### src/rtl/atids_pkg.sv
package atids_pkg;

	localparam int TABLE_DEPTH = 256;
	localparam int ADDR_W      = $clog2(TABLE_DEPTH);
	localparam int CNT_W       = $clog2(TABLE_DEPTH + 1);
	localparam int KEY_W       = 32;
	localparam int OP_W        = 3;
	localparam int ST_W        = 2;

	typedef enum logic [OP_W-1:0] {
		OP_APPEND  = 3'd0,
		OP_INSERT  = 3'd1,
		OP_DELETE  = 3'd2,
		OP_LSEARCH = 3'd3,
		OP_BSEARCH = 3'd4
	} op_t;

	typedef enum logic [ST_W-1:0] {
		ST_OK    = 2'd0,
		ST_FULL  = 2'd1,
		ST_RANGE = 2'd2,
		ST_MISS  = 2'd3
	} st_t;

	// microprogram step addresses
	typedef enum logic [4:0] {
		U_IDLE, U_OK, U_FULL, U_RANGE, U_MISS,
		U_A0, U_A1,
		U_I0, U_I1, U_I2, U_I3, U_I4,
		U_D0, U_D1, U_D2, U_D3,
		U_L0, U_L1, U_L2, U_L3, U_L4,
		U_B0, U_B1, U_B2, U_B3
	} upc_t;

	typedef enum logic [3:0] {
		C_NONE, C_FULL, C_INS_RANGE, C_DEL_RANGE, C_PTR_EQ_POS,
		C_DEL_END, C_PTR_GE_CNT, C_LIN_STOP, C_MATCH, C_LO_GE_HI
	} cond_t;

	typedef enum logic [2:0] {
		P_HOLD, P_CNT, P_POS, P_ZERO, P_DEC, P_INC, P_MID
	} ptr_op_t;

	typedef enum logic [2:0] {
		R_NONE, R_PTR_M1, R_PTR_P1, R_PTR, R_MID
	} rd_t;

	typedef enum logic [1:0] {
		W_NONE, W_AT_CNT, W_AT_POS
	} wr_t;

	typedef enum logic [1:0] {
		N_HOLD, N_INC, N_DEC
	} cnt_op_t;

	typedef enum logic [1:0] {
		B_HOLD, B_INIT, B_NARROW
	} bs_op_t;

	typedef enum logic [1:0] {
		F_HOLD, F_PTR_M1, F_PTR
	} fnd_op_t;

	typedef struct packed {
		ptr_op_t ptr_op;
		rd_t     rd;
		logic    shift;
		wr_t     wr;
		cnt_op_t cnt_op;
		bs_op_t  bs_op;
		fnd_op_t fnd_op;
		logic    emit;
		st_t     st;
	} act_t;

	typedef struct packed {
		logic  dispatch;
		cond_t cond;
		upc_t  jt;
		upc_t  jf;
		act_t  act;
	} ucw_t;

	typedef struct packed {
		logic full;
		logic ins_range;
		logic del_range;
		logic ptr_eq_pos;
		logic del_end;
		logic ptr_ge_cnt;
		logic lin_stop;
		logic match;
		logic lo_ge_hi;
	} flags_t;

	// Control store: a true condition jumps to jt and suppresses the actions,
	// otherwise the actions run and control goes to jf.
	function automatic ucw_t ucode(upc_t a);
		ucw_t w;
		w = '0;
		w.jf = U_IDLE;
		unique case (a)
			U_IDLE: begin
				w.dispatch = 1'b1;
			end
			U_OK: begin
				w.act.emit = 1'b1; w.act.st = ST_OK;
			end
			U_FULL: begin
				w.act.emit = 1'b1; w.act.st = ST_FULL;
			end
			U_RANGE: begin
				w.act.emit = 1'b1; w.act.st = ST_RANGE;
			end
			U_MISS: begin
				w.act.emit = 1'b1; w.act.st = ST_MISS;
			end
			U_A0: begin
				w.cond = C_FULL; w.jt = U_FULL; w.jf = U_A1;
			end
			U_A1: begin
				w.act.wr = W_AT_CNT; w.act.cnt_op = N_INC; w.jf = U_OK;
			end
			U_I0: begin
				w.cond = C_INS_RANGE; w.jt = U_RANGE; w.jf = U_I1;
			end
			U_I1: begin
				w.cond = C_FULL; w.jt = U_FULL; w.jf = U_I2;
			end
			U_I2: begin
				w.act.ptr_op = P_CNT; w.jf = U_I3;
			end
			U_I3: begin
				w.cond = C_PTR_EQ_POS; w.jt = U_I4; w.jf = U_I3;
				w.act.rd = R_PTR_M1; w.act.shift = 1'b1; w.act.ptr_op = P_DEC;
			end
			U_I4: begin
				w.act.wr = W_AT_POS; w.act.cnt_op = N_INC; w.jf = U_OK;
			end
			U_D0: begin
				w.cond = C_DEL_RANGE; w.jt = U_RANGE; w.jf = U_D1;
			end
			U_D1: begin
				w.act.ptr_op = P_POS; w.jf = U_D2;
			end
			U_D2: begin
				w.cond = C_DEL_END; w.jt = U_D3; w.jf = U_D2;
				w.act.rd = R_PTR_P1; w.act.shift = 1'b1; w.act.ptr_op = P_INC;
			end
			U_D3: begin
				w.act.cnt_op = N_DEC; w.jf = U_OK;
			end
			U_L0: begin
				w.act.ptr_op = P_ZERO; w.jf = U_L1;
			end
			U_L1: begin
				w.cond = C_PTR_GE_CNT; w.jt = U_MISS; w.jf = U_L2;
				w.act.rd = R_PTR; w.act.ptr_op = P_INC;
			end
			U_L2: begin
				w.cond = C_LIN_STOP; w.jt = U_L3; w.jf = U_L2;
				w.act.rd = R_PTR; w.act.ptr_op = P_INC;
			end
			U_L3: begin
				w.cond = C_MATCH; w.jt = U_L4; w.jf = U_MISS;
			end
			U_L4: begin
				w.act.fnd_op = F_PTR_M1; w.jf = U_OK;
			end
			U_B0: begin
				w.act.bs_op = B_INIT; w.jf = U_B1;
			end
			U_B1: begin
				w.cond = C_LO_GE_HI; w.jt = U_MISS; w.jf = U_B2;
				w.act.rd = R_MID; w.act.ptr_op = P_MID;
			end
			U_B2: begin
				w.cond = C_MATCH; w.jt = U_B3; w.jf = U_B1;
				w.act.bs_op = B_NARROW;
			end
			U_B3: begin
				w.act.fnd_op = F_PTR; w.jf = U_OK;
			end
			default: begin
				w.jf = U_IDLE;
			end
		endcase
		return w;
	endfunction

endpackage

### src/rtl/atids_seq.sv
module atids_seq (
	input  logic                         clk,
	input  logic                         arst_n,
	input  logic                         start,
	input  logic [atids_pkg::OP_W-1:0]   operation,
	input  atids_pkg::flags_t            flags,
	output atids_pkg::act_t              act,
	output logic                         busy
);
	import atids_pkg::*;

	upc_t upc_q;
	upc_t upc_d;
	ucw_t ucw;
	logic hit;

	function automatic upc_t entry(op_t op);
		upc_t e;
		unique case (op)
			OP_APPEND:  e = U_A0;
			OP_INSERT:  e = U_I0;
			OP_DELETE:  e = U_D0;
			OP_LSEARCH: e = U_L0;
			OP_BSEARCH: e = U_B0;
			default:    e = U_OK;
		endcase
		return e;
	endfunction

	always_ff @(posedge clk or negedge arst_n) begin
		if (!arst_n) begin
			upc_q <= U_IDLE;
		end else begin
			upc_q <= upc_d;
		end
	end

	always_comb begin
		ucw = ucode(upc_q);
		unique case (ucw.cond)
			C_FULL:       hit = flags.full;
			C_INS_RANGE:  hit = flags.ins_range;
			C_DEL_RANGE:  hit = flags.del_range;
			C_PTR_EQ_POS: hit = flags.ptr_eq_pos;
			C_DEL_END:    hit = flags.del_end;
			C_PTR_GE_CNT: hit = flags.ptr_ge_cnt;
			C_LIN_STOP:   hit = flags.lin_stop;
			C_MATCH:      hit = flags.match;
			C_LO_GE_HI:   hit = flags.lo_ge_hi;
			default:      hit = 1'b0;
		endcase
		if (ucw.dispatch) begin
			upc_d = start ? entry(op_t'(operation)) : ucw.jf;
		end else if (hit) begin
			upc_d = ucw.jt;
		end else begin
			upc_d = ucw.jf;
		end
		// drop the actions of a step whose condition takes the jump
		act  = hit ? act_t'('0) : ucw.act;
		busy = (upc_q != U_IDLE);
	end

endmodule

### config.mk
export PLATFORM = sky130hd
export DESIGN_NAME = atids_seq
export DESIGN_NICKNAME = d
export VERILOG_FILES = /design/src/rtl/atids_pkg.sv /design/src/rtl/atids_seq.sv
export SDC_FILE = /design/constraint.sdc
export NUM_CORES = 1
export LEC_CHECK = 0
export BUFFER_PORTS_ARGS = -buffer_cell sky130_fd_sc_hd__buf_2
export CAP_MARGIN = 5
export CORE_MARGIN = 8
export CORE_UTILIZATION = 57
export DETAILED_ROUTE_END_ITERATION = 8
export GPL_TIMING_DRIVEN = 0
export PLACE_DENSITY = 0.86
export SYNTH_ARGS = -nofsm -noshare
export SYNTH_HDL_FRONTEND = slang
export SYNTH_SLANG_ARGS = --single-unit
### constraint.sdc
create_clock -name clk -period 3.85 [get_ports clk]
set_input_delay 0.77 -clock clk [delete_from_list [all_inputs] [get_ports clk]]
set_output_delay 0.77 -clock clk [all_outputs]
set_load 0.005 [all_outputs]
# Word level (Yosys, flattened, before mapping)
# Index checks and enable logic that the tools add are counted.
[totals]
reg_bits = 5
input_bits = 15
output_inout_bits = 19
wordCells = 67
[op_classes]
eq_ne = 37
muxes = 17
n_reduce_logical = 12
[op_table]
columns = ["cell", "n"]
rows = [
  ["9-bit one-hot mux with 10 select lines", 1],
  ["5-bit one-hot mux with 12 select lines", 1],
  ["5-bit == test (second input constant)", 9],
  ["5-bit by 4-bit == test with 1-bit output (second input constant)", 8],
  ["5-bit one-hot mux with 5 select lines", 1],
  ["3-bit one-hot mux with 4 select lines", 2],
  ["5-bit by 3-bit == test with 1-bit output (second input constant)", 4],
  ["18-bit 2-to-1 mux", 1],
  ["3-bit one-hot mux with 6 select lines", 1],
  ["4-bit by 3-bit == test with 1-bit output (second input constant)", 4],
  ["2-bit one-hot mux with 2 select lines", 4],
  ["5-bit 2-to-1 mux", 3],
  ["2-bit OR reduction", 7],
  ["5-bit by 2-bit == test with 1-bit output (second input constant)", 2],
  ["1-bit one-hot mux with 9 select lines", 1],
  ["4-bit by 2-bit == test with 1-bit output (second input constant)", 2],
  ["4-bit == test (second input constant)", 2],
  ["3-bit by 2-bit == test with 1-bit output (second input constant)", 2],
  ["5-bit by 1-bit == test with 1-bit output (second input constant)", 1],
  ["5-bit zero test", 1],
  ["5-bit nonzero test", 1],
  ["5-bit OR reduction", 1],
  ["4-bit by 1-bit == test with 1-bit output (second input constant)", 1],
  ["3-bit by 1-bit == test with 1-bit output (second input constant)", 1],
  ["other kinds (4)", 5],
]

# Longest topological paths before layout
# Gate-level depths: netlist of the first run.
[depth]
depth_word = 7
ltp_mapped = 9
ltp_nobuf = 6

# Least setup slack after synthesis of the first run
# No wires, ideal clock.
[synth_path]
path_kind = "reg2out"
startpoint = "register upc_q[4]"
endpoint = "output act[12] (netlist name)"
t_arrival_ns = 1.745
required_time_ns = 3.080
setup_slack_ns = 1.335
stages_incl_launch_ff = 8
cell_sequence = "dfrtp_1 -> buf_6 -> and2b_4 -> a22oi_1 -> o22a_1 -> mux2i_4 -> nand2_4 -> a211oi_1"
[synth_rtl]
columns = ["element", "line", "text"]
rows = [
  ["from (decl)", "atids_seq.sv:12", "upc_t upc_q;"],
  ["from (signal assigned)", "atids_seq.sv:34", "upc_q <= upc_d;"],
  ["to (decl)", "atids_seq.sv:7", "output atids_pkg::act_t act,"],
]

==> qor.txt, run 1 <==
Status - finished, final reports clean
Initial core utilization - 58.2%
Row count - 17
Synth Area in Compound Gates - 27.1%
Hpwl dp - 2.97 mm
Switching power - 543 uW
Max VDD drop - 0.000454 V
Switching Fraction - 52.9%
Hold buffers post-CTS - 0
Clock Path Buffers - 2
Async SR Flop Fraction - 100%
Num CTS Buffers - 3
Worst Setup Path Type - flop to output port
Drc violations - 0
# clock sinks - 5
GP Congestion - 0.913
Max stage delay on crit path - 0.42 ns
Final setup TNS - 0 ns
Worst Reg2Reg Path Length in Cells - 7
Final setup viols - 0
XOR/XNOR Fraction of Synth Area - 0.708%
Largest register FFs - 5
Delay-heaviest family, CP - compound AO/OA/AOI/OAI gates
Adder-cell share of the synthesized area - 0%
Final nets - 218
Worst skew pair latency - 0.23 ns
Core area - 0.00213 mm2
Final worst path period need - 3.08 ns
Vias in the first global route - 1349
R2R Setup Slk - 1.74 ns
P per Cell Area - 701 mW/mm2
Worst path slowest cell - dfrtp_1
Critical Path Source - upc_q[2]$_DFF_PN0_
Via-per-instance ratio - 6.34
Final worst path period share - 79.9%
PnR Total Power - 1030 uW
Worst R2R End - upc_q[4]$_DFF_PN0_
Register area share after synthesis - 10.1%
Avg Cell Area, Syn - 7.50 um2
Combinational group share of total power - 83.6%
Critical register-to-register path startpoint - upc_q[2]$_DFF_PN0_
Via count - 1459
Die Width - 62.6 um
FMAX - 0.325 GHz
Routed WL - 3.82 mm
CTS clock-pin slew for the worst setup and hold paths - 0.04 ns
First-pass GRT wire length - 6.52 mm
DR iter-0 viols - 129
Simple-gate area share of the yosys netlist - 45.1%
Total grt overflow - 0
Synth cell types - 60
Mux cell area share after synthesis - 4.35%
Largest family of logic cells by synthesized area - simple AND/OR/NAND/NOR gates
Post-synthesis net count - 180
Flop pwr share - 10.8%
P_int - 484 uW
Post-synthesis instance area - 0.00124 mm2
Critical path, cell by cell - buf_6 -> nand2b_1 -> a22oi_1 -> o22a_1 -> mux2i_4 -> nand2_4 -> a211oi_1 -> buf_2
Slew Viols, Final - 0
Postcts setup bufs - 0
Yosys warning count - 0
Post-route ant nets - 0
RSZ-0062 raised after global routing - no
Cts repair resizes - 0
WP data required - 3.08 ns
Post-synth EDFFs - 0
I/O pin count - 34
Largest net degree at the start of global routing - 11
Final Hold Viols - 0
Worst slew pin tran - 0.553 ns
WP data arrival - 2.31 ns
Flops & latches, synth - 5
Layout area overhead - 18.3%
Clk_skew - 0.00138 ns
Antenna diodes - 0
Ratio of cells with drive above 1 in the final layout - 34.7%
Initial antenna violation count - 0
Clock share of power - 5.6%
Synth Flop Type - dfrtp_1
CTS tree - done
Total track usage - 19.4%
Routed length per instance - 16.6 um
Htree depth - 1
CTS root buffer - clkbuf_4
Relative slew margins - 62.8%
First-pass iteration count of the detailed router - 4
Post-Synthesis Cells - 165
Max_cap viols - 0
Pleak - 0.000642 uW
Critical Path Fanout Max - 10
PortBufs - 33
Buf+Inv Stages, Crit Path - 2
Worst hold path type - primary input to async pin
Die area - 0.00392 mm2
Chip Height - 62.6 um
Crit end category - output port
Biggest regs - upc_q (5)
Top reg by flops - upc_q
Startpoint Class - flop
[cell usage after synthesis (3+ instances only)]
master | number | share of area [%]
a21oi_1 | 11 | 4.4
or3_1 | 3 | 1.5
dfrtp_1 | 5 | 10
nand2_1 | 12 | 3.6
nand2b_1 | 7 | 3.5
inv_1 | 4 | 1.2
nand3_1 | 4 | 1.6
buf_6 | 11 | 10
and2_1 | 5 | 2.5
nor2_1 | 26 | 7.9
a211oi_1 | 3 | 1.8
o21ai_0 | 6 | 2.4
nor3_1 | 6 | 2.4
and2b_4 | 3 | 2.4
[cells in the final DEF (no fill, tap or decap), types with 4 or more instances in the layout]
cell type and n:
buf_2 34, nor2_1 26, nand2_1 12, buf_6 11, a21oi_1 11, nand2b_1 7, nor3_1 6, o21ai_0 6
and2_1 5, dfrtp_1 5, inv_1 4, nand3_1 4
[layout make-up]
class / count / area (um2)
Sequential cell: 5 / 125
Clock buffer: 4 / 26.3
Buffer: 13 / 133
Tap cell: 28 / 35.0
Multi-Input combinational cell: 142 / 956
Fill cell: 194 / 663
Timing Repair Buffer: 33 / 165
Inverter: 5 / 23.8
[worst register-to-register path: stages (launching register included)]
cell and delay, ns:
dfrtp_1 0.42, buf_6 0.16, nand2b_1 0.18, a22oi_1 0.21, o22a_1 0.26, mux2i_4 0.32
nand2_4 0.14, o311ai_2 0.32
[worst max-delay path by stage]
| stage | depth (start not counted) | endpoint |
|---|---|---|
| after floorplan | 7 | act[12] |
| after global placement | 7 | act[12] |
| after detailed placement | 7 | act[12] |
| after CTS | 8 | act[12] |
| after global routing | 8 | act[12] |
| final | 8 | act[12] |
[layer usage]
metal | wire length [um] | part of all wire, % | up-vias | track usage [%]
li1 | - | - | 697 | -
met1 | 1590 | 42 | 686 | 24.6
met2 | 1870 | 49 | 69 | 32.9
met3 | 310 | 8.1 | 7 | 2.87
met4 | 47 | 1.2 | 0 | 5.41
met5 | 0 | 0 | - | 0
[logic make-up after synthesis]
kind of cell | after synthesis
mux | 4
buf+inv | 18
flops | 5
xor+xnor | 1
compound gates | 45
simple gates | 92
[per-stage QoR]
stage / hold WS, ns / cells / setup WS [ns] / area (um2) / utilization, %
CTS: 0.334 / 230 / 0.781 / 1460 / 68.8
global route: 0.349 / 230 / 0.631 / 1460 / 68.8
detailed placement: 0.582 / 226 / 1.01 / 1440 / 67.6
global placement: 0.580 / 226 / 1.07 / 1440 / 67.6
floorplan: 0.474 / 165 / 1.33 / 1240 / -
finish: 0.338 / 230 / 0.774 / 1460 / 68.8
[power groups by stage]
stage / registers (uW) / clock network, uW / logic, uW
after floorplan: 98.8 / 0 / 644
after global placement: 109 / 0 / 820
after detailed placement: 111 / 0 / 838
after CTS: 110 / 58.6 / 842
final: 110 / 57.4 / 859
after global routing: 113 / 60.1 / 929
Note: power is estimated with default switching activity, not from simulation.
==> run 2, diff against run 1 <==
CORE_UTILIZATION = 48   (was 57)
PLACE_DENSITY = 0.77   (was 0.86)
clock period = 2.8 ns   (was 3.85 ns; I/O delays follow)
==> qor.txt, run 2 (synthesized netlist as in run 1, its figures left out) <==
Status - finished, final reports clean
Hold buffers post-CTS - 0 (unchanged)
WP data required - 2.24 ns (-0.84 ns)
Relative slew margins - 61.7% (-1.2 points)
Max_cap viols - 0 (unchanged)
Final worst path period need - 2.71 ns
CTS root buffer - clkbuf_4
P per Cell Area - 966 mW/mm2 (+38%)
Combinational group share of total power - 84.0% (+0.4 points)
Total grt overflow - 0 (unchanged)
Clk_skew - 0.00259 ns (+0.00121 ns)
Worst skew pair latency - 0.24 ns (about the same)
Core area - 0.00245 mm2 (+15%)
First-pass iteration count of the detailed router - 4 (unchanged)
Slew Viols, Final - 0 (unchanged)
Worst Reg2Reg Path Length in Cells - 8 (+1)
Htree depth - 1 (unchanged)
Pleak - 0.000666 uW (+3.7%)
Crit end category - output port
Largest register FFs - 5 (unchanged)
Routed length per instance - 17.3 um (+3.8%)
Worst setup margin - 0.0863 ns (-0.688 ns)
Final setup viols - 0 (unchanged)
Antenna diodes - 0 (unchanged)
Worst slew pin tran - 0.570 ns (+0.0172 ns)
WP data arrival - 2.15 ns (-0.16 ns)
Row count - 18 (+1)
Worst R2R End - upc_q[3]$_DFF_PN0_
RSZ-0062 raised after global routing - no
R2R Setup Slk - 0.68 ns (-1.06 ns)
DR iter-0 viols - 85 (-34%)
PnR Total Power - 1460 uW (+42%)
Worst hold path type - primary input to async pin
Worst Setup Path Type - flop to output port
Clock share of power - 5.5% (about the same)
Most frequent cells in the layout - 34 x buf_2, 26 x nor2_1, 12 x nand2_1, 11 x buf_6, 11 x a21oi_1
Chip Height - 66.8 um (+6.7%)
Cell Count, Final, Fillers Out - 237 (+3.0%)
Top reg by flops - upc_q
Critical Path Fanout Max - 10 (unchanged)
CTS clock-pin slew for the worst setup and hold paths - 0.04 ns (about the same)
Layout area overhead - 22.1%
Filler cells - 240 (+24%)
Commonest non-fill, non-tap cell in the layout - buf_2
Routed WL - 4.09 mm (+7.0%)
# clock sinks - 5 (unchanged)
Max VDD drop - 0.000697 V (+54%)
GP Congestion - 0.913 (about the same)
Crit path to - act[12]
Biggest regs - upc_q (5)
Final worst path period share - 96.9%
Switching Fraction - 52.2% (-0.68 points)
Post-route ant nets - 0 (unchanged)
Die Width - 66.8 um (+6.7%)
Initial core utilization - 50.4% (-7.8 points)
Critical register-to-register path startpoint - upc_q[2]$_DFF_PN0_
Ratio of cells with drive above 1 in the final layout - 38.2% (+3.5 points)
CTS tree - done
Largest net degree at the start of global routing - 11 (unchanged)
Vias in the first global route - 1380 (+2.3%)
Via count - 1501 (+2.9%)
P_int - 698 uW (+44%)
Num CTS Buffers - 3 (unchanged)
Hpwl dp - 3.13 mm (+5.5%)
PortBufs - 33 (unchanged)
Clock Path Buffers - 2 (unchanged)
Placed Cells - 228 (+0.88%)
Place WS - 0.195 ns (-0.818 ns)
Drc violations - 0 (unchanged)
Final nets - 223 (+2.3%)
I/O pin count - 34 (unchanged)
First-pass GRT wire length - 6.41 mm (-1.7%)
Initial antenna violation count - 0 (unchanged)
Startpoint Class - flop
Via-per-instance ratio - 6.33 (-0.16%)
FMAX - 0.368 GHz
Die area - 0.00446 mm2 (+14%)
Switching power - 762 uW (+40%)
Total track usage - 18.0% (-1.4 points)
Critical Path Source - upc_q[2]$_DFF_PN0_
Final setup TNS - 0 ns (unchanged)
Final Hold Viols - 0 (unchanged)
Flop pwr share - 10.5% (-0.3 points)
## run 2: cell count changes in the layout (fill, tap and decap cells not counted)
| cell | delta |
|---|---|
| o21ai_1 | +1 |
| o22a_2 | +1 |
| o21ai_0 | -1 |
| a211oi_2 | +1 |
| o22a_1 | -1 |
| dfrtp_1 | -2 |
| a211oi_1 | -1 |
| dfrtp_2 | +2 |
| buf_4 | +4 |
| nand2_2 | +1 |
## run 2: final cells by class
type / instances / area [um2] / area share (%)
Multi-Input combinational cell: 143 / 968 / 64.1
Timing Repair Buffer: 37 / 195 / 12.9
Buffer: 13 / 133 / 8.77
Sequential cell: 5 / 128 / 8.44
Tap cell: 30 / 37.5 / 2.48
Clock buffer: 4 / 26.3 / 1.74
Inverter: 5 / 23.8 / 1.57
## run 2: worst min path at each step
stage,startpoint,endpoint,slack [ns],cells past startpoint
finish,arst_n,upc_q[1]$_DFF_PN0_,0.13,1
global route,arst_n,upc_q[2]$_DFF_PN0_,0.13,1
CTS,arst_n,upc_q[3]$_DFF_PN0_,0.12,1
detailed placement,arst_n,upc_q[0]$_DFF_PN0_,0.37,1
global placement,arst_n,upc_q[2]$_DFF_PN0_,0.37,1
floorplan,arst_n,upc_q[0]$_DFF_PN0_,0.26,0
## run 2: power groups by stage
stage | clock network (uW) | registers, uW | logic [uW]
floorplan | 0 | 136 | 886
global placement | 0 | 149 | 1140
detailed placement | 0 | 152 | 1150
CTS | 82.3 | 151 | 1170
global route | 85.2 | 158 | 1320
finish | 80.1 | 153 | 1230
## run 2: metal layers
layer	GRT usage [%]	vias to the layer above	part of all wire, %
li1	-	702	-
met1	22.6	703	40
met2	30.2	82	50
met3	1.85	14	7.2
met4	7.47	0	2.7
met5	0	-	0
## run 2: metrics by stage
step / utilization, % / hold slack, ns / cell area (um2)
finish: 61.6 / 0.127 / 1510
global placement: 58.7 / 0.370 / 1440
global route: 61.6 / 0.127 / 1510
CTS: 60.2 / 0.121 / 1480
detailed placement: 58.7 / 0.373 / 1440
floorplan: - / 0.264 / 1240
## run 2: worst max-delay path, stage by stage, from the launching register on
cell	delay, ns
dfrtp_1	0.41
buf_6	0.16
nand2b_1	0.18
a22oi_1	0.19
o22a_2	0.22
mux2i_4	0.31
nand2_4	0.11
a211oi_2	0.19
buf_2	0.15
## run 2: timing repair
action | CTS | global route
endpoints found under the setup margin | 2 | 3
pin swaps | 1 | 5
setup buffers | 1 | 3
gates resized for setup | 1 | 4
gates cloned | 0 | 1
